[config.mk]
export PLATFORM = sky130hd
export DESIGN_NAME = led_stream_packet_framer_flat
export DESIGN_NICKNAME = d
export VERILOG_FILES = /design/src/hdl/lspf_pkg.sv /design/src/hdl/lspf_ifs.sv /design/src/hdl/led_stream_packet_framer.sv /design/src/hdl/lspf_div.sv /design/src/hdl/lspf_frm.sv /design/src/hdl/lspf_ser.sv /design/src/flat_wrapper.sv
export SDC_FILE = /design/constraint.sdc
export NUM_CORES = 1
export LEC_CHECK = 0
export CAP_MARGIN = 30
export CORE_MARGIN = 5
export CORE_UTILIZATION = 60
export DETAILED_ROUTE_END_ITERATION = 6
export DONT_BUFFER_PORTS = 1
export GPL_ROUTABILITY_DRIVEN = 0
export HOLD_SLACK_MARGIN = 0.02
export MAX_ROUTING_LAYER = met4
export PLACE_DENSITY_LB_ADDON = 0.25
export SYNTH_ARGS = -nofsm -noshare
export SYNTH_HDL_FRONTEND = slang
export SYNTH_SLANG_ARGS = --single-unit
[constraint.sdc]
create_clock -name clk_i -period 10 [get_ports clk_i]
set_clock_uncertainty 0.15 [all_clocks]
set_input_delay 2 -clock clk_i [delete_from_list [all_inputs] [get_ports clk_i]]
set_output_delay 2 -clock clk_i [all_outputs]
set_load 0.05 [all_outputs]
[src/hdl/lspf_pkg.sv]
// ----------------------------------------------------------------------------
// lspf_pkg: shared types and constants for the LED stream packet framer
// Byte codes, field widths, register indexes and the packet descriptor.
// ----------------------------------------------------------------------------
package lspf_pkg;

  localparam int unsigned BYTE_W     = 8;
  localparam int unsigned LED_W      = 13;
  localparam int unsigned PAY_W      = 11;
  localparam int unsigned FRAME_W    = 14;
  localparam int unsigned CFG_IDX_W  = 2;
  localparam int unsigned CFG_DATA_W = 13;

  localparam logic [BYTE_W-1:0] START_BYTE = 8'h9C;
  localparam logic [BYTE_W-1:0] TYPE_BYTE  = 8'hDA;
  localparam logic [BYTE_W-1:0] END_BYTE   = 8'h36;

  localparam logic [PAY_W-1:0] PAYLOAD_RESET = 11'd170;
  localparam logic [PAY_W-1:0] PAYLOAD_LIMIT = 11'd1500;
  localparam logic [LED_W-1:0] LED_LIMIT     = 13'd4096;

  // configuration register indexes
  localparam logic [CFG_IDX_W-1:0] REG_LED_COUNT   = 2'd0;
  localparam logic [CFG_IDX_W-1:0] REG_MAX_PAYLOAD = 2'd1;

  // result slots of one item, in emit order
  localparam logic [2:0] SLOT_START = 3'd0;
  localparam logic [2:0] SLOT_TYPE  = 3'd1;
  localparam logic [2:0] SLOT_LEN_H = 3'd2;
  localparam logic [2:0] SLOT_LEN_L = 3'd3;
  localparam logic [2:0] SLOT_NUM   = 3'd4;
  localparam logic [2:0] SLOT_TOTAL = 3'd5;
  localparam logic [2:0] SLOT_DATA  = 3'd6;
  localparam logic [2:0] SLOT_END   = 3'd7;

  // everything the serializer needs to emit the results of one item
  typedef struct packed {
    logic              hdr;
    logic [PAY_W-1:0]  len;
    logic [BYTE_W-1:0] pkt_num;
    logic [BYTE_W-1:0] total;
    logic [BYTE_W-1:0] data;
    logic              pkt_end;
  } desc_t;

endpackage

[src/hdl/lspf_ifs.sv]
// ----------------------------------------------------------------------------
// lspf_ifs: valid/ready channels of the LED stream packet framer
// Input byte stream, output packet stream and the configuration write port.
// ----------------------------------------------------------------------------
interface lspf_in_if;
  import lspf_pkg::*;
  logic              valid;
  logic              ready;
  logic [BYTE_W-1:0] data_byte;

  modport source (output valid, output data_byte, input ready);
  modport sink (input valid, input data_byte, output ready);
endinterface

interface lspf_out_if;
  import lspf_pkg::*;
  logic              valid;
  logic              ready;
  logic [BYTE_W-1:0] out_byte;
  logic              packet_end;
  logic              last;

  modport source (output valid, output out_byte, output packet_end, output last,
                  input ready);
  modport sink (input valid, input out_byte, input packet_end, input last,
                output ready);
endinterface

interface lspf_cfg_if;
  import lspf_pkg::*;
  logic                  valid;
  logic                  ready;
  logic [CFG_IDX_W-1:0]  index;
  logic [CFG_DATA_W-1:0] data;

  modport source (output valid, output index, output data, input ready);
  modport sink (input valid, input index, input data, output ready);
endinterface

[src/hdl/led_stream_packet_framer.sv]
// ----------------------------------------------------------------------------
// led_stream_packet_framer: frames an LED colour byte stream into packets
// Header (start, type, length, number, count), data bytes and end byte.
// ----------------------------------------------------------------------------
//  channel  direction  carries
//  in_if    sink       data_byte
//  out_if   source     out_byte, packet_end, last
//  cfg_if   sink       index, data (0: led_count, 1: max_payload)
//
//  An item waits in the input register, then its 1, 2, 7 or 8 results
//  leave the result register one per cycle while out_if is ready; the
//  output serializer sets the rate, with the next item loaded as the
//  last result is taken. A configuration write starts a packet count
//  division; in_if ready stays low meanwhile. Reset: led_count 0,
//  max_payload 170, frame position 0, packet number 1. Either side may stall at any cycle.
// ----------------------------------------------------------------------------
module led_stream_packet_framer (
  input  logic       clk_i,
  input  logic       rst_ni,
  lspf_in_if.sink    in_if,
  lspf_out_if.source out_if,
  lspf_cfg_if.sink   cfg_if
);
  import lspf_pkg::*;

  logic [FRAME_W-1:0] frame_q, frame_new, div_num;
  logic [PAY_W-1:0]   pay_q, pay_new, pay_raw;
  logic [LED_W-1:0]   leds;
  logic               div_start_q, div_busy, busy, cfg_fire;
  logic [BYTE_W-1:0]  total;
  desc_t              desc;
  logic               desc_valid, desc_ready;

  assign cfg_if.ready = 1'b1;
  assign cfg_fire     = cfg_if.valid && cfg_if.ready;

  assign leds      = (cfg_if.data > LED_LIMIT) ? LED_LIMIT : cfg_if.data;
  assign frame_new = {1'b0, leds} + {leds, 1'b0};
  assign pay_raw   = cfg_if.data[PAY_W-1:0];
  assign pay_new   = (pay_raw == '0) ? PAY_W'(1)
                   : ((pay_raw > PAYLOAD_LIMIT) ? PAYLOAD_LIMIT : pay_raw);

  always_ff @(posedge clk_i or negedge rst_ni) begin
    if (!rst_ni) begin
      frame_q     <= '0;
      pay_q       <= PAYLOAD_RESET;
      div_start_q <= 1'b0;
    end else begin
      div_start_q <= cfg_fire;
      if (cfg_fire && (cfg_if.index == REG_LED_COUNT)) begin
        frame_q <= frame_new;
      end
      if (cfg_fire && (cfg_if.index == REG_MAX_PAYLOAD)) begin
        pay_q <= pay_new;
      end
    end
  end

  // ceil(frame / payload) as floor((frame + payload - 1) / payload)
  assign div_num = frame_q + {{(FRAME_W-PAY_W){1'b0}}, pay_q} - FRAME_W'(1);
  assign busy    = div_start_q || div_busy;

  lspf_div u_div (
    .clk_i   (clk_i),
    .rst_ni  (rst_ni),
    .start_i (div_start_q),
    .num_i   (div_num),
    .den_i   (pay_q),
    .busy_o  (div_busy),
    .total_o (total)
  );

  lspf_frm u_frm (
    .clk_i        (clk_i),
    .rst_ni       (rst_ni),
    .in_if        (in_if),
    .frame_i      (frame_q),
    .payload_i    (pay_q),
    .total_i      (total),
    .busy_i       (busy),
    .desc_o       (desc),
    .desc_valid_o (desc_valid),
    .desc_ready_i (desc_ready)
  );

  lspf_ser u_ser (
    .clk_i        (clk_i),
    .rst_ni       (rst_ni),
    .desc_i       (desc),
    .desc_valid_i (desc_valid),
    .desc_ready_o (desc_ready),
    .out_if       (out_if)
  );

  a_busy_blocks_input: assert property (@(posedge clk_i) disable iff (!rst_ni)
    busy |-> !in_if.ready)
    else $error("input accepted while packet count division runs");

  a_end_is_last: assert property (@(posedge clk_i) disable iff (!rst_ni)
    (out_if.valid && out_if.packet_end) |->
      (out_if.last && (out_if.out_byte == END_BYTE)))
    else $error("end byte not flagged as final result");

  a_payload_range: assert property (@(posedge clk_i) disable iff (!rst_ni)
    (pay_q != '0) && (pay_q <= PAYLOAD_LIMIT))
    else $error("max payload register out of range");

  a_cfg_restarts_div: assert property (@(posedge clk_i) disable iff (!rst_ni)
    cfg_fire |=> busy)
    else $error("configuration write did not start the divider");

endmodule

[src/hdl/lspf_div.sv]
// ----------------------------------------------------------------------------
// lspf_div: packet count divider
// Restoring divider, one quotient bit per cycle; keeps the low byte.
// ----------------------------------------------------------------------------
module lspf_div (
  input  logic                          clk_i,
  input  logic                          rst_ni,
  input  logic                          start_i,
  input  logic [lspf_pkg::FRAME_W-1:0]  num_i,
  input  logic [lspf_pkg::PAY_W-1:0]    den_i,
  output logic                          busy_o,
  output logic [lspf_pkg::BYTE_W-1:0]   total_o
);
  import lspf_pkg::*;

  localparam int unsigned CNT_W = $clog2(FRAME_W);

  logic               run_q;
  logic [CNT_W-1:0]   cnt_q;
  logic [FRAME_W-1:0] quo_q, quo_d;
  logic [PAY_W-1:0]   rem_q, rem_d;
  logic [PAY_W-1:0]   den_q;
  logic [BYTE_W-1:0]  total_q;
  logic [PAY_W:0]     rem_sh, diff;
  logic               ge;

  assign rem_sh = {rem_q, quo_q[FRAME_W-1]};
  assign ge     = rem_sh >= {1'b0, den_q};
  assign diff   = rem_sh - {1'b0, den_q};
  assign rem_d  = ge ? diff[PAY_W-1:0] : rem_sh[PAY_W-1:0];
  assign quo_d  = {quo_q[FRAME_W-2:0], ge};

  always_ff @(posedge clk_i or negedge rst_ni) begin
    if (!rst_ni) begin
      run_q   <= 1'b0;
      cnt_q   <= '0;
      total_q <= '0;
    end else if (start_i) begin
      run_q <= 1'b1;
      cnt_q <= '0;
    end else if (run_q) begin
      cnt_q <= cnt_q + CNT_W'(1);
      if (cnt_q == CNT_W'(FRAME_W - 1)) begin
        run_q   <= 1'b0;
        total_q <= quo_d[BYTE_W-1:0];
      end
    end
  end

  always_ff @(posedge clk_i) begin
    if (start_i) begin
      quo_q <= num_i;
      rem_q <= '0;
      den_q <= den_i;
    end else if (run_q) begin
      quo_q <= quo_d;
      rem_q <= rem_d;
    end
  end

  assign busy_o  = run_q;
  assign total_o = total_q;

endmodule

[src/hdl/lspf_frm.sv]
// ----------------------------------------------------------------------------
// lspf_frm: input register and frame/packet position tracking
// Turns each accepted byte into a descriptor of the results it causes.
// ----------------------------------------------------------------------------
module lspf_frm (
  input  logic                         clk_i,
  input  logic                         rst_ni,
  lspf_in_if.sink                      in_if,
  input  logic [lspf_pkg::FRAME_W-1:0] frame_i,
  input  logic [lspf_pkg::PAY_W-1:0]   payload_i,
  input  logic [lspf_pkg::BYTE_W-1:0]  total_i,
  input  logic                         busy_i,
  output lspf_pkg::desc_t              desc_o,
  output logic                         desc_valid_o,
  input  logic                         desc_ready_i
);
  import lspf_pkg::*;

  logic               valid_q;
  logic [BYTE_W-1:0]  data_q;
  logic [FRAME_W-1:0] fidx_q, fidx_d;
  logic [PAY_W-1:0]   poff_q, poff_d;
  logic [BYTE_W-1:0]  pnum_q, pnum_d;
  logic [PAY_W-1:0]   clen_q, clen_d;

  logic               empty_frame, restart, hdr, fend, pend, move, in_fire;
  logic [FRAME_W-1:0] fi, fi1, remain;
  logic [PAY_W-1:0]   po, po1, len, cl;
  logic [BYTE_W-1:0]  pn;

  assign empty_frame = (frame_i == '0);
  // frame shrunk under us: start over
  assign restart = (fidx_q >= frame_i);
  assign fi      = restart ? '0 : fidx_q;
  assign po      = restart ? '0 : poff_q;
  assign pn      = restart ? BYTE_W'(1) : pnum_q;
  assign hdr     = (po == '0);
  assign remain  = frame_i - fi;
  assign len     = (remain > {{(FRAME_W-PAY_W){1'b0}}, payload_i})
                 ? payload_i : remain[PAY_W-1:0];
  assign cl      = hdr ? len : clen_q;
  assign fi1     = fi + FRAME_W'(1);
  assign po1     = po + PAY_W'(1);
  assign fend    = (fi1 >= frame_i);
  assign pend    = fend || (po1 >= cl);

  assign fidx_d = fend ? '0 : fi1;
  assign poff_d = pend ? '0 : po1;
  assign pnum_d = fend ? BYTE_W'(1) : (hdr ? pn + BYTE_W'(1) : pn);
  assign clen_d = cl;

  assign desc_valid_o = valid_q && !empty_frame;
  // items of an empty frame are dropped
  assign move    = valid_q && (empty_frame || desc_ready_i);
  assign in_fire = in_if.valid && in_if.ready;

  assign in_if.ready = !busy_i && (!valid_q || move);

  assign desc_o.hdr     = hdr;
  assign desc_o.len     = len;
  assign desc_o.pkt_num = pn;
  assign desc_o.total   = total_i;
  assign desc_o.data    = data_q;
  assign desc_o.pkt_end = pend;

  always_ff @(posedge clk_i or negedge rst_ni) begin
    if (!rst_ni) begin
      valid_q <= 1'b0;
      fidx_q  <= '0;
      poff_q  <= '0;
      pnum_q  <= BYTE_W'(1);
      clen_q  <= '0;
    end else begin
      if (in_fire) begin
        valid_q <= 1'b1;
      end else if (move) begin
        valid_q <= 1'b0;
      end
      if (move && !empty_frame) begin
        fidx_q <= fidx_d;
        poff_q <= poff_d;
        pnum_q <= pnum_d;
        clen_q <= clen_d;
      end
    end
  end

  always_ff @(posedge clk_i) begin
    if (in_fire) begin
      data_q <= in_if.data_byte;
    end
  end

endmodule

[src/hdl/lspf_ser.sv]
// ----------------------------------------------------------------------------
// lspf_ser: result register and byte serializer
// Emits a descriptor's header (if hdr), data and end (if pkt_end) bytes, one per cycle while out_if is ready.
// ----------------------------------------------------------------------------
module lspf_ser (
  input  logic            clk_i,
  input  logic            rst_ni,
  input  lspf_pkg::desc_t desc_i,
  input  logic            desc_valid_i,
  output logic            desc_ready_o,
  lspf_out_if.source      out_if
);
  import lspf_pkg::*;

  logic       valid_q;
  logic [2:0] slot_q;
  desc_t      buf_q;
  logic       is_last, out_fire, load;

  assign is_last  = (slot_q == SLOT_END) || ((slot_q == SLOT_DATA) && !buf_q.pkt_end);
  assign out_fire = out_if.valid && out_if.ready;
  // refill in the same cycle the final result leaves
  assign desc_ready_o = !valid_q || (out_fire && is_last);
  assign load         = desc_valid_i && desc_ready_o;

  always_comb begin
    case (slot_q)
      SLOT_START: out_if.out_byte = START_BYTE;
      SLOT_TYPE:  out_if.out_byte = TYPE_BYTE;
      SLOT_LEN_H: out_if.out_byte = {{(2*BYTE_W-PAY_W){1'b0}}, buf_q.len[PAY_W-1:BYTE_W]};
      SLOT_LEN_L: out_if.out_byte = buf_q.len[BYTE_W-1:0];
      SLOT_NUM:   out_if.out_byte = buf_q.pkt_num;
      SLOT_TOTAL: out_if.out_byte = buf_q.total;
      SLOT_DATA:  out_if.out_byte = buf_q.data;
      default:    out_if.out_byte = END_BYTE;
    endcase
  end

  assign out_if.valid      = valid_q;
  assign out_if.packet_end = (slot_q == SLOT_END);
  assign out_if.last       = is_last;

  always_ff @(posedge clk_i or negedge rst_ni) begin
    if (!rst_ni) begin
      valid_q <= 1'b0;
      slot_q  <= SLOT_START;
    end else if (load) begin
      valid_q <= 1'b1;
      slot_q  <= desc_i.hdr ? SLOT_START : SLOT_DATA;
    end else if (out_fire) begin
      if (is_last) begin
        valid_q <= 1'b0;
      end else begin
        slot_q <= slot_q + 3'd1;
      end
    end
  end

  always_ff @(posedge clk_i) begin
    if (load) begin
      buf_q <= desc_i;
    end
  end

endmodule
[src/flat_wrapper.sv]
// flat-port wrapper written by rule: the top's interface ports become plain ports
module led_stream_packet_framer_flat import lspf_pkg::*;
  (clk_i, rst_ni, in_if_valid, in_if_data_byte, in_if_ready, out_if_valid, out_if_out_byte, out_if_packet_end, out_if_last, out_if_ready, cfg_if_valid, cfg_if_index, cfg_if_data, cfg_if_ready);
  lspf_in_if in_if_i ();
  lspf_out_if out_if_i ();
  lspf_cfg_if cfg_if_i ();
  input  logic clk_i;
  input  logic rst_ni;
  input wire logic [$bits(in_if_i.valid)-1:0] in_if_valid;
  input wire logic [$bits(in_if_i.data_byte)-1:0] in_if_data_byte;
  output wire logic [$bits(in_if_i.ready)-1:0] in_if_ready;
  output wire logic [$bits(out_if_i.valid)-1:0] out_if_valid;
  output wire logic [$bits(out_if_i.out_byte)-1:0] out_if_out_byte;
  output wire logic [$bits(out_if_i.packet_end)-1:0] out_if_packet_end;
  output wire logic [$bits(out_if_i.last)-1:0] out_if_last;
  input wire logic [$bits(out_if_i.ready)-1:0] out_if_ready;
  input wire logic [$bits(cfg_if_i.valid)-1:0] cfg_if_valid;
  input wire logic [$bits(cfg_if_i.index)-1:0] cfg_if_index;
  input wire logic [$bits(cfg_if_i.data)-1:0] cfg_if_data;
  output wire logic [$bits(cfg_if_i.ready)-1:0] cfg_if_ready;
  assign in_if_i.valid = in_if_valid;
  assign in_if_i.data_byte = in_if_data_byte;
  assign in_if_ready = in_if_i.ready;
  assign out_if_valid = out_if_i.valid;
  assign out_if_out_byte = out_if_i.out_byte;
  assign out_if_packet_end = out_if_i.packet_end;
  assign out_if_last = out_if_i.last;
  assign out_if_i.ready = out_if_ready;
  assign cfg_if_i.valid = cfg_if_valid;
  assign cfg_if_i.index = cfg_if_index;
  assign cfg_if_i.data = cfg_if_data;
  assign cfg_if_ready = cfg_if_i.ready;
  led_stream_packet_framer u_core (.clk_i(clk_i), .rst_ni(rst_ni), .in_if(in_if_i), .out_if(out_if_i), .cfg_if(cfg_if_i));
endmodule
Word level (Yosys, flattened, before mapping)
Cells that the tools add are included.

word-level totals
  bits in registers = 168
  bits of input ports = 28
  logic and storage cells = 114

cells by class
  add/sub/neg operators = 10
  magnitude comparators = 7
  equality and inequality tests = 10
  mux-type cells = 30
  bitwise gates (word level) = 1
  reduce and logical (&&, ||, !) cells = 34

operator list
  kind                     number
  $mux W11                 7
  $mux W14                 4
  $pmux W8 S7              1
  $ge A14 B14 Y1           2
  $mux W8                  3
  $logic_not A11 Y1        2
  $add A13 B14 Y14         1
  $add A14 B1 Y14 const B  1
  $add A14 B11 Y14         1
  $gt A14 B11 Y1           1
  $logic_not A14 Y1        1
  $sub A14 B1 Y14 const B  1
  $sub A14 B14 Y14         1
  $gt A13 B13 Y1 const B   1
  $mux W13                 1
  $eq A3 B3 Y1 const B     4
  $ge A12 B11 Y1           1
  $mux W3                  4
  $add A11 B1 Y11 const B  1
  $ge A11 B11 Y1           1
  $gt A11 B11 Y1 const B   1
  $logic_and A1 B1 Y1      11
  $sub A11 B11 Y11         1
  $add A8 B1 Y8 const B    1
  17 further kinds         39

Logic depth before layout (Yosys ltp)
Gate-level depths: netlist of run 1.

  depth in word-level cells = 11
  depth in mapped cells = 36
  gate-level depth less buffers = 33

Cells and area by module
Synthesis of run 1 repeated with hierarchy kept, for this count alone.

unflattened totals
  cells, all modules = 1230
  area, all modules = 11913.9 µm²

modules (own cells, without submodules)
  module                    instances  cells each  area an instance (µm²)
  lspf_frm                  1          571         5071.1
  led_stream_packet_framer  1          330         2567.5
  lspf_div                  1          219         2560.0
  lspf_ser                  1          110         1715.4

Worst setup path after synthesis of run 1
No wires, ideal clock.

  path type = reg2reg
  from = reg u_core.frame_q[11]
  to = reg u_core.u_frm.poff_q[10]
  arrival time = 7.040 ns
  required time = 9.784 ns
  setup slack = 2.744 ns
  stages on the path, launching flop included = 35
  period minus slack after synthesis = 7.256 ns
  cells stage by stage = dfrtp_1 inv_1 ha_1 and4_1 a21oi_1 o221ai_1 nor2_1 clkbuf_1 buf_1 nand2_1 ha_1 a21o_1 or3_1 o21ai_0 o21bai_1 a21oi_1 xnor2_1 ha_1 nand3_1 or4_1 a31oi_1 o211ai_2 buf_6 mux2i_1 mux2_2 ha_1 nand2b_1 a211oi_1 o21ai_0 a211oi_1 o21a_1 nor3b_1 clkbuf_1 o211ai_1 nand2_1

RTL lines
  item                      line                            source
  start: declaration        led_stream_packet_framer.sv:26  logic [FRAME_W-1:0] frame_q, frame_new, div_num;
  start signal: assignment  led_stream_packet_framer.sv:51  frame_q <= frame_new;
  end signal: assignment    lspf_frm.sv:81                  poff_q <= poff_d;
  end: declaration          lspf_frm.sv:22                  logic [PAY_W-1:0] poff_q, poff_d;

==> results of run 1 <==
-- cell type report --
class,instances,area [um^2],area share (%)
multi-input cells,829,6160,51.5
clock buffers,18,429,3.59
well taps,234,293,2.45
flip-flops and latches,168,4500,37.6
clock inverters,14,131,1.10
inverters,100,375,3.14
repair buffers,10,72.6,0.607
-- cells in the final DEF (no fill, tap or decap), types with 17 or more instances in the layout --
cell type,n
dfrtp_1,83
o21ai_0,66
ha_1,123
xnor2_1,34
nor2_1,74
nor3_1,24
inv_1,99
nand2_1,93
edfxtp_1,69
mux2_2,39
nand3_1,39
xor2_1,26
clkbuf_16,17
a21oi_1,51
-- synth_stat cells, drive strengths merged, types with 8 or more instances --
library cell / n / share of area, %
ha: 123 / 14
inv: 100 / 3.4
nand2: 93 / 3.1
dfrtp: 83 / 19
nor2: 74 / 2.5
edfxtp: 69 / 19
o21ai: 68 / 3.0
a21oi: 51 / 2.3
mux2: 48 / 5.1
nand3: 39 / 1.7
xnor2: 34 / 2.7
clkbuf: 28 / 0.94
xor2: 26 / 2.0
nor3: 24 / 1.1
a211oi: 16 / 1.1
mux2i: 16 / 1.4
a22o: 15 / 1.2
nand2b: 15 / 0.84
a21o: 14 / 0.94
nor2b: 14 / 0.78
and3: 11 / 0.62
dfxtp: 11 / 2.0
nand4: 11 / 0.62
a31oi: 10 / 0.56
or3: 9 / 0.50
and2: 8 / 0.45
-- cell families (layout without fill, tap and decap cells) --
group                    Yosys count  in the layout
AO/OA/AOI/OAI                    255            255
AND/OR/NAND/NOR                  322            322
XOR/XNOR                          60             60
other                              1              1
multiplexers                      64             64
adder cells (fa/ha/maj)          127            127
flip-flops                       168            168
buffers and inverters            135            142
-- power by group through the flow --
| stage | sequential (uW) | combinational, uW | clock (uW) |
|---|---|---|---|
| after CTS | 949 | 1670 | 639 |
| after global routing | 962 | 1850 | 672 |
| after global placement | 957 | 1610 | 0 |
| final | 951 | 1680 | 628 |
| after floorplan | 920 | 1310 | 0 |
| after detailed placement | 959 | 1660 | 0 |
-- per-layer routing --
layer / up-vias / part of all wire (%)
met5: - / 0
met4: 0 / 3.2
met3: 53 / 5.6
met2: 273 / 45
met1: 4044 / 46
li1: 4093 / -
-- how the worst max path moves through the flow --
| stage | slack (ns) | to | cells past startpoint | startpoint |
|---|---|---|---|---|
| 6_report | 1.71 | u_core.u_frm.poff_q[3]$_DFFE_PN0P_ | 32 | u_core.frame_q[4]$_DFFE_PN0P_ |
| 3_3_place_gp | 1.67 | u_core.u_frm.poff_q[10]$_DFFE_PN0P_ | 31 | u_core.frame_q[4]$_DFFE_PN0P_ |
| 3_5_place_dp | 1.80 | u_core.u_frm.poff_q[3]$_DFFE_PN0P_ | 32 | u_core.frame_q[4]$_DFFE_PN0P_ |
| 5_1_grt | 1.15 | u_core.u_frm.poff_q[3]$_DFFE_PN0P_ | 32 | u_core.frame_q[4]$_DFFE_PN0P_ |
| 4_1_cts | 1.69 | u_core.u_frm.poff_q[4]$_DFFE_PN0P_ | 31 | u_core.frame_q[4]$_DFFE_PN0P_ |
| 2_1_floorplan | 2.74 | u_core.u_frm.poff_q[10]$_DFFE_PN0P_ | 34 | u_core.frame_q[11]$_DFFE_PN0P_ |
-- critical path: cells and delay by family, from the launching register on --
family | cells | cell delay (ns)
AOI/OAI and AO/OA | 15 | 3.12
adders and majority gates | 5 | 1.58
buffers and inverters | 3 | 0.46
DFF | 1 | 0.43
muxes | 2 | 0.65
and+or+nand+nor | 7 | 1.81
-- through the flow --
| stage | cell area [um^2] | std cells |
|---|---|---|
| floorplan | 11200 | 1132 |
| detailed placement | 11400 | 1341 |
| CTS | 12000 | 1373 |
| finish | 12000 | 1373 |
| global placement | 11400 | 1338 |
| global route | 12000 | 1373 |
-- registers in the layout (all words and copies together), names as in the netlist --
register                   flops
u_core.u_div.cnt_q             4
u_core.u_ser.slot_q            3
u_core.u_div.quo_q            14
u_core.u_div.busy_o            1
u_core.u_div.rem_q            11
u_core.div_start_q             1
u_core.u_div.den_q            11
u_core.u_ser.buf_q            36
u_core.u_frm.pnum_q            8
u_core.u_frm.poff_q           11
u_core.u_frm.data_q            8
u_core.frame_q                14
u_core.u_frm.clen_q           11
u_core.u_frm.fidx_q           14
u_core.u_frm.valid_q           1
u_core.u_div.total_o           8
u_core.pay_q                  11
u_core.u_ser.out_if.valid      1
==> results_dict.tcl, run 1 <==
set metrics [dict create \
    outcome "completed" \
    hold-worst-slack_ns 0.270 \
    hp-start "u_core.u_frm.data_q[1]$_DFFE_PP_" \
    n_antenna_cell 0 \
    cp-start-kind "register" \
    p_total_uw 3260 \
    drc 0 \
    drive_above_1_share_pct 9.66 \
    synthAdderAreaFrac_pct 14.5 \
    p_leak_uw 0.00536 \
    hold_buffers 0 \
    hold_depth 0 \
    grt_pass1_vias 8156 \
    synthDistinctLibCells 71 \
    via_per_inst 6.16 \
    ctsHtreeMaxLevel 4 \
    clkTransAtPathRegs_ns 0.07 \
    postRouteAntennaNets 0 \
    final_core_util_pct 64.6 \
    comb_power_share_pct 51.6 \
    slowest_delay_ns 0.57 \
    setup_viol_count_final 0 \
    rr_endpoint "u_core.u_frm.poff_q[3]$_DFFE_PN0P_" \
    grt-busiest-layer "met2" \
    setup_ws_ns 1.71 \
    start_util_pct 60.3 \
    ff2ff_setup_slack_ns 1.71 \
    synth_edf_count 69 \
    finalCritPeriodShare_pct 82.9 \
    rsz0062_at_grt "false" \
    rows 50 \
    muxShareOfSynthArea_pct 6.57 \
    synth_seq_cells 168 \
    grt_usage_pct 25.5 \
    cts_buffers 17 \
    p_seq_share_pct 29.1 \
    synth_compound_area_share_pct 15.4 \
    worstRegToRegCells 32 \
    maxCapViolations 0 \
    port_buffers 0 \
    crit_required_ns 10.20 \
    criticalPathCategory "reg2reg" \
    wl_per_cell_um 18.8 \
    slew_headroom_pct 33.9 \
    cts-resized-gates 0 \
    io_pins 41 \
    powerDensity_nw_per_um2 273 \
    peakVddDrop_mv 0.158 \
    async_flop_share_pct 52.4 \
    r2r_start "u_core.frame_q[4]$_DFFE_PN0P_" \
    hold_viol_final 0 \
    cts.path.max_buffers 2 \
    fin_crit_ns 8.29 \
    switching_power_uw 1420 \
    dieHeight_um 146 \
    cts-root-buf "clkbuf_16" \
    fillCellCount 1476 \
    post_cts_buffers 0 \
    synth_top_family_by_area "compound AO/OA/AOI/OAI gates" \
    slew_violations 0 \
    synth_area_per_cell_um2 9.87 \
    drt_iter0_markers 659 \
    arrival_ns 8.49 \
    synth_xor_area_share_pct 4.70 \
    die_area_um2 21400 \
    gr-usage-met3_pct 5.03 \
    clock-sinks 168 \
    switching_share_pct 43.6 \
    use_met1_pct 34.3 \
    power.internal_uw 1840 \
    routed-via-count 8463 \
    post-place-ws_ns 1.80 \
    grt_use_met2_pct 38.7 \
    syn-cell-area_um2 11200 \
    cp_slowest_cell "nor3b_1" \
    nNetsFinal 1281 \
    crit_fanout 11 \
    clk_latency_ns 0.44 \
    dp_hpwl_mm 19.7 \
    syn_inst 1132 \
    routed_wirelength_mm 25.8 \
    hold_end "u_core.u_ser.buf_q[2]$_DFFE_PP_" \
    hold_class "reg2reg" \
    grt_max_degree 89 \
    drt_pre_antenna_iters 5 \
    ys.flop_type "dfrtp_1" \
    worstMarginPinSlew_ns 0.985 \
    synth_simple_gate_area_share_pct 13.8 \
    cp-end-kind "register" \
    syn_nets 1287 \
    gr-total-overflow 0 \
    grt_pass1_wl_mm 42.7 \
    grt_antenna_before_repair 0 \
    coreArea_um2 18500 \
    fin_tns_setup_ns 0 \
    clkPwrFrac_pct 19.3 \
    die_w_um 146 \
    area.growth.synth_to_final_pct 7.07 \
    yosysSeqAreaShare_pct 40.3 \
    max_freq_mhz 121 \
    cts_tree "yes" \
    yosysWarnings 0 \
]
No activity file was read; power rests on OpenSTA's default activity.
==> run 2: changes to the inputs <==
clock period = 7.9 ns   (was 10 ns; I/O delays follow)
==> run 2 against run 1 <==
Against the previous run:
- register-to-register slack worse by 1.2 ns
- setup slack worse by 1.2 ns
- worst hold slack gained 0.0099 ns
- global-route usage decreased by 0.14 points
- sequential cell count stayed put
- largest power group unchanged
- final cell count is 0.87% higher
- highest routed layer unchanged
- combinational power is 29% higher
==> results_dict.tcl, run 2 (same netlist as run 1, synthesis figures left out) <==
set metrics [dict create \
    outcome "completed" \
    cp-end-kind "register" \
    clkTransAtPathRegs_ns 0.07 \
    worstMarginPinSlew_ns 1.00 \
    fillCellCount 1435 \
    grt_max_degree 89 \
    fin_tns_setup_ns 0 \
    postRouteAntennaNets 0 \
    drive_above_1_share_pct 10.9 \
    start_util_pct 60.3 \
    regArea_um2 4500 \
    drt_iter0_markers 689 \
    grt_antenna_before_repair 0 \
    maxCapViolations 0 \
    post-place-ws_ns 0.296 \
    hold_viol_final 0 \
    finalCritPeriodShare_pct 93.9 \
    cts-root-buf "clkbuf_16" \
    peakVddDrop_mv 0.231 \
    grt_usage_pct 25.3 \
    die_area_um2 21400 \
    cp-endpoint "u_core.u_frm.poff_q[10]$_DFFE_PN0P_" \
    grt_pass1_wl_mm 42.3 \
    fin_crit_ns 7.42 \
    r2r_start "u_core.frame_q[4]$_DFFE_PN0P_" \
    worstRegToRegCells 32 \
    die_w_um 146 \
    rsz0062_at_grt "false" \
    drt_pre_antenna_iters 5 \
    setup_ws_ns 0.479 \
    cp_slowest_cell "or4_1" \
    powerDensity_nw_per_um2 346 \
    crit_start "u_core.frame_q[4]$_DFFE_PN0P_" \
    top_register "u_core.u_ser.buf_q" \
    ff2ff_setup_slack_ns 0.48 \
    clk_latency_ns 0.45 \
    io_pins 41 \
    fin_cells 1385 \
    rr_endpoint "u_core.u_frm.poff_q[10]$_DFFE_PN0P_" \
    arrival_ns 7.65 \
    slew_violations 0 \
    ctsHtreeMaxLevel 4 \
    coreArea_um2 18500 \
    hold_buffers 0 \
    dp_hpwl_mm 19.7 \
    placedCellCount 1346 \
    largest_reg_flops 36 \
    crit_required_ns 8.13 \
    cp-start-kind "register" \
    routed_wirelength_mm 26.2 \
    cts.path.max_buffers 2 \
    n_antenna_cell 0 \
    rows 50 \
    routed-via-count 8459 \
    nNetsFinal 1293 \
    max_freq_mhz 135 \
    area.growth.synth_to_final_pct 8.22 \
    path_common_cell "ha_1" \
    criticalPathCategory "reg2reg" \
    p_leak_uw 0.00542 \
    cts_tree "yes" \
    final_cell_mix "ha_1 (123), inv_1 (99), nand2_1 (93)" \
    slowest_delay_ns 0.55 \
    slew_headroom_pct 32.7 \
    port_buffers 0 \
    clock-sinks 168 \
    drc 0 \
    wl_per_cell_um 18.9 \
    gr-total-overflow 0 \
    cts_buffers 17 \
    final_core_util_pct 65.3 \
    mostFrequentLayoutCell "ha_1" \
    dieHeight_um 146 \
    crit_fanout 11 \
    hold_class "reg2reg" \
    setup_viol_count_final 0 \
    hold-worst-slack_ns 0.280 \
    via_per_inst 6.11 \
    multi_input_area_um2 6180 \
    grt_pass1_vias 7990 \
]
-- run 2: worst min path at each step --
stage | startpoint | to | slack, ns | depth (start not counted)
floorplan | u_core.u_frm.data_q[0]$_DFFE_PP_ | u_core.u_ser.buf_q[1]$_DFFE_PP_ | 0.25 | 0
global placement | u_core.u_frm.data_q[4]$_DFFE_PP_ | u_core.u_ser.buf_q[5]$_DFFE_PP_ | 0.25 | 0
detailed placement | u_core.u_frm.data_q[6]$_DFFE_PP_ | u_core.u_ser.buf_q[7]$_DFFE_PP_ | 0.26 | 0
CTS | u_core.u_frm.data_q[0]$_DFFE_PP_ | u_core.u_ser.buf_q[1]$_DFFE_PP_ | 0.29 | 0
global route | u_core.u_frm.data_q[3]$_DFFE_PP_ | u_core.u_ser.buf_q[4]$_DFFE_PP_ | 0.29 | 0
finish | u_core.u_frm.data_q[0]$_DFFE_PP_ | u_core.u_ser.buf_q[1]$_DFFE_PP_ | 0.28 | 0
-- run 2: final cells by class --
cell class	count	share of cell area, %
multi-input combinational	829	51.1
clock inverter	15	1.26
timing repair buffer	22	1.37
inverter	100	3.10
sequential	168	37.2
tap	234	2.42
clock buffer	17	3.52
-- run 2: worst max-delay path, delay by kind of cell (launching register included) --
family                   cells  cell delay (ns)
AO/OA/AOI/OAI               13             2.73
buffers and inverters        3             0.38
multiplexers                 2             0.49
flip-flops                   1             0.43
adder cells (fa/ha/maj)      5             1.50
AND/OR/NAND/NOR              9             1.65
-- run 2: report_power, final --
group	leakage [uW]	switching (uW)	internal, uW
clock network	0.000274	404	420
registers	0.00186	123	1080
logic	0.00329	1290	874
-- run 2: stage by stage --
step           cell area, um^2  total power [uW]
6_report                 12100              4190
3_5_place_dp             11400              3280
3_3_place_gp             11400              3240
4_1_cts                  12000              4120
5_1_grt                  12100              4480
2_1_floorplan            11200              2820
-- run 2: repair_timing --
item                                    4_1_cts  5_1_grt
buffers inserted                              0        7
endpoints found under the setup margin        0       12
resized for setup                             0        4
-- run 2: layer usage --
| metal | vias to the layer above | share of wire (%) | global-route usage [%] |
|---|---|---|---|
| met4 | 0 | 3.4 | 10.1 |
| met2 | 251 | 44 | 37.0 |
| li1 | 4113 | - | - |
| met1 | 4041 | 48 | 35.7 |
| met3 | 54 | 4.6 | 3.76 |
| met5 | - | 0 | - |
==> run 3: changes to the inputs <==
ABC_CLOCK_PERIOD_IN_PS = 7900   (was unset)
CTS_BUF_LIST = sky130_fd_sc_hd__clkbuf_4 sky130_fd_sc_hd__clkbuf_8   (was unset)
RECOVER_POWER = 100   (was unset)
==> run 3 against run 2 <==
Against the previous run:
- the run now ends with capacitance limit, slew limit left
- maximum frequency rose by 0.34%
- via count increased by 0.86%
- critical path depth unchanged
- global-route usage down 0.12 points
- worst hold slack gained 0.0079 ns
- sequential share of layout area rose by 0.77 points
- combinational power decreased by 2%
- critical path type unchanged
- highest routed layer unchanged
==> results_dict.tcl, run 3 (same netlist as run 1, synthesis figures left out) <==
set metrics [dict create \
    crit_required_ns 8.17 \
    wl_per_cell_um 18.9 \
    crit_fanout 11 \
    postRouteAntennaNets 0 \
    cp-start-kind "register" \
    clk_latency_ns 0.49 \
    finalCritPeriodShare_pct 93.6 \
    grt_max_degree 89 \
    port_buffers 0 \
    gr-total-overflow 0 \
    regArea_um2 4500 \
    nNetsFinal 1293 \
    drt_iter0_markers 691 \
    largest_reg_flops 36 \
    hold_buffers 0 \
    cts_buffers 17 \
    clkTransAtPathRegs_ns 0.10 \
    design_area_um2 11800 \
    path_common_cell "ha_1" \
    rows 50 \
    die_area_um2 21400 \
    hold_class "reg2reg" \
    powerDensity_nw_per_um2 332 \
    hold-worst-slack_ns 0.288 \
    multi_input_area_um2 6160 \
    cts-root-buf "clkbuf_8" \
    fin_tns_setup_ns 0 \
    p_leak_uw 0.00527 \
    violations "capacitance limit, slew limit" \
    hp-start "u_core.u_frm.data_q[7]$_DFFE_PP_" \
    mostFrequentLayoutCell "ha_1" \
    ctsHtreeMaxLevel 4 \
    r2r_start "u_core.frame_q[4]$_DFFE_PN0P_" \
    dieHeight_um 146 \
    slew_violations 41 \
    ff2ff_setup_slack_ns 0.50 \
    via_per_inst 6.16 \
    routed-via-count 8532 \
    cts_tree "yes" \
    io_pins 41 \
    hold_viol_final 0 \
    max_freq_mhz 135 \
    peakVddDrop_mv 0.209 \
    dp_hpwl_mm 19.7 \
    cp-end-kind "register" \
    criticalPathCategory "reg2reg" \
    worstRegToRegCells 32 \
    rr_endpoint "u_core.u_frm.poff_q[10]$_DFFE_PN0P_" \
    hold_depth 0 \
    slowest_delay_ns 0.54 \
    setup_viol_count_final 0 \
    routed_wirelength_mm 26.1 \
    area.growth.synth_to_final_pct 6.04 \
    grt_usage_pct 25.2 \
    drt_pre_antenna_iters 7 \
    coreArea_um2 18500 \
    fillCellCount 1493 \
    n_antenna_cell 0 \
    worstMarginPinSlew_ns 1.93 \
    fin_crit_ns 7.40 \
    final_cell_mix "ha_1 (123), inv_1 (100), nand2_1 (93)" \
    hold_end "u_core.u_ser.buf_q[8]$_DFFE_PP_" \
    maxCapViolations 3 \
    top_register "u_core.u_ser.buf_q" \
    cts.path.max_buffers 2 \
    grt_antenna_before_repair 0 \
    drive_above_1_share_pct 9.12 \
    cp_slowest_cell "or4_1" \
    placed_area_um2 11400 \
    arrival_ns 7.67 \
    die_w_um 146 \
    outcome "finished, violations left" \
    grt_pass1_wl_mm 42.2 \
    slew_headroom_pct -28.9 \
    grt_pass1_vias 7979 \
    start_util_pct 60.3 \
    rsz0062_at_grt "false" \
    drc 0 \
    clock-sinks 168 \
]
## run 3: cell types whose count changed in the layout (fill, tap and decap cells not counted), sizes merged
| cell | previous run | this run |
|---|---|---|
| buf | 22 | 9 |
| clkbuf | 17 | 30 |
## run 3: cell type report
class                      count  share of cell area, %
clock buffer                  17                   1.98
inverter                     100                   3.17
timing repair buffer          22                   1.14
sequential                   168                   38.0
multi-input combinational    829                   52.0
tap                          234                   2.47
clock inverter                15                   1.29
## run 3: repair_timing
item,in CTS,in global routing
resized for setup,0,4
endpoints found under the setup margin,0,12
setup buffers,0,7
## run 3: through the flow
stage                     power [uW]  utilization, %  setup slack [ns]  std cells
after floorplan                 2820               -             0.644       1132
after global placement          3240            61.7             0.568       1343
after detailed placement        3280            61.8             0.296       1346
after CTS                       3910            63.9             0.232       1378
after global routing            4220            64.0            0.0124       1385
final                           3930            64.0             0.504       1385
## run 3: worst max-delay path by stage
stage | startpoint | to
final | u_core.frame_q[4]$_DFFE_PN0P_ | u_core.u_frm.poff_q[10]$_DFFE_PN0P_
after global routing | u_core.frame_q[4]$_DFFE_PN0P_ | u_core.u_frm.poff_q[10]$_DFFE_PN0P_
after CTS | u_core.frame_q[4]$_DFFE_PN0P_ | u_core.u_frm.poff_q[10]$_DFFE_PN0P_
after detailed placement | u_core.frame_q[4]$_DFFE_PN0P_ | u_core.u_frm.poff_q[10]$_DFFE_PN0P_
after global placement | u_core.frame_q[9]$_DFFE_PN0P_ | u_core.u_frm.poff_q[10]$_DFFE_PN0P_
after floorplan | u_core.frame_q[11]$_DFFE_PN0P_ | u_core.u_frm.poff_q[10]$_DFFE_PN0P_
## run 3: report_power, final
part,total (uW),internal [uW],switching (uW)
clock,614,235,379
sequential,1200,1080,122
combinational,2120,836,1280
## run 3: metal layers
layer  vias to the layer above  track usage [%]  wire length [um]
li1                       4120                -                 -
met1                      4027             35.7             12100
met2                       318             36.7             11400
met3                        67             3.94              1650
met4                         0             9.55               976
met5                         -                -                 0
## run 3: worst max-delay path: cells and delay by family (launching register included)
family          cells  cell delay, ns
compound gates     13            2.71
fa+ha+maj           5            1.51
buf+inv             3            0.37
flops               1            0.45
mux                 2            0.50
simple gates        9            1.62
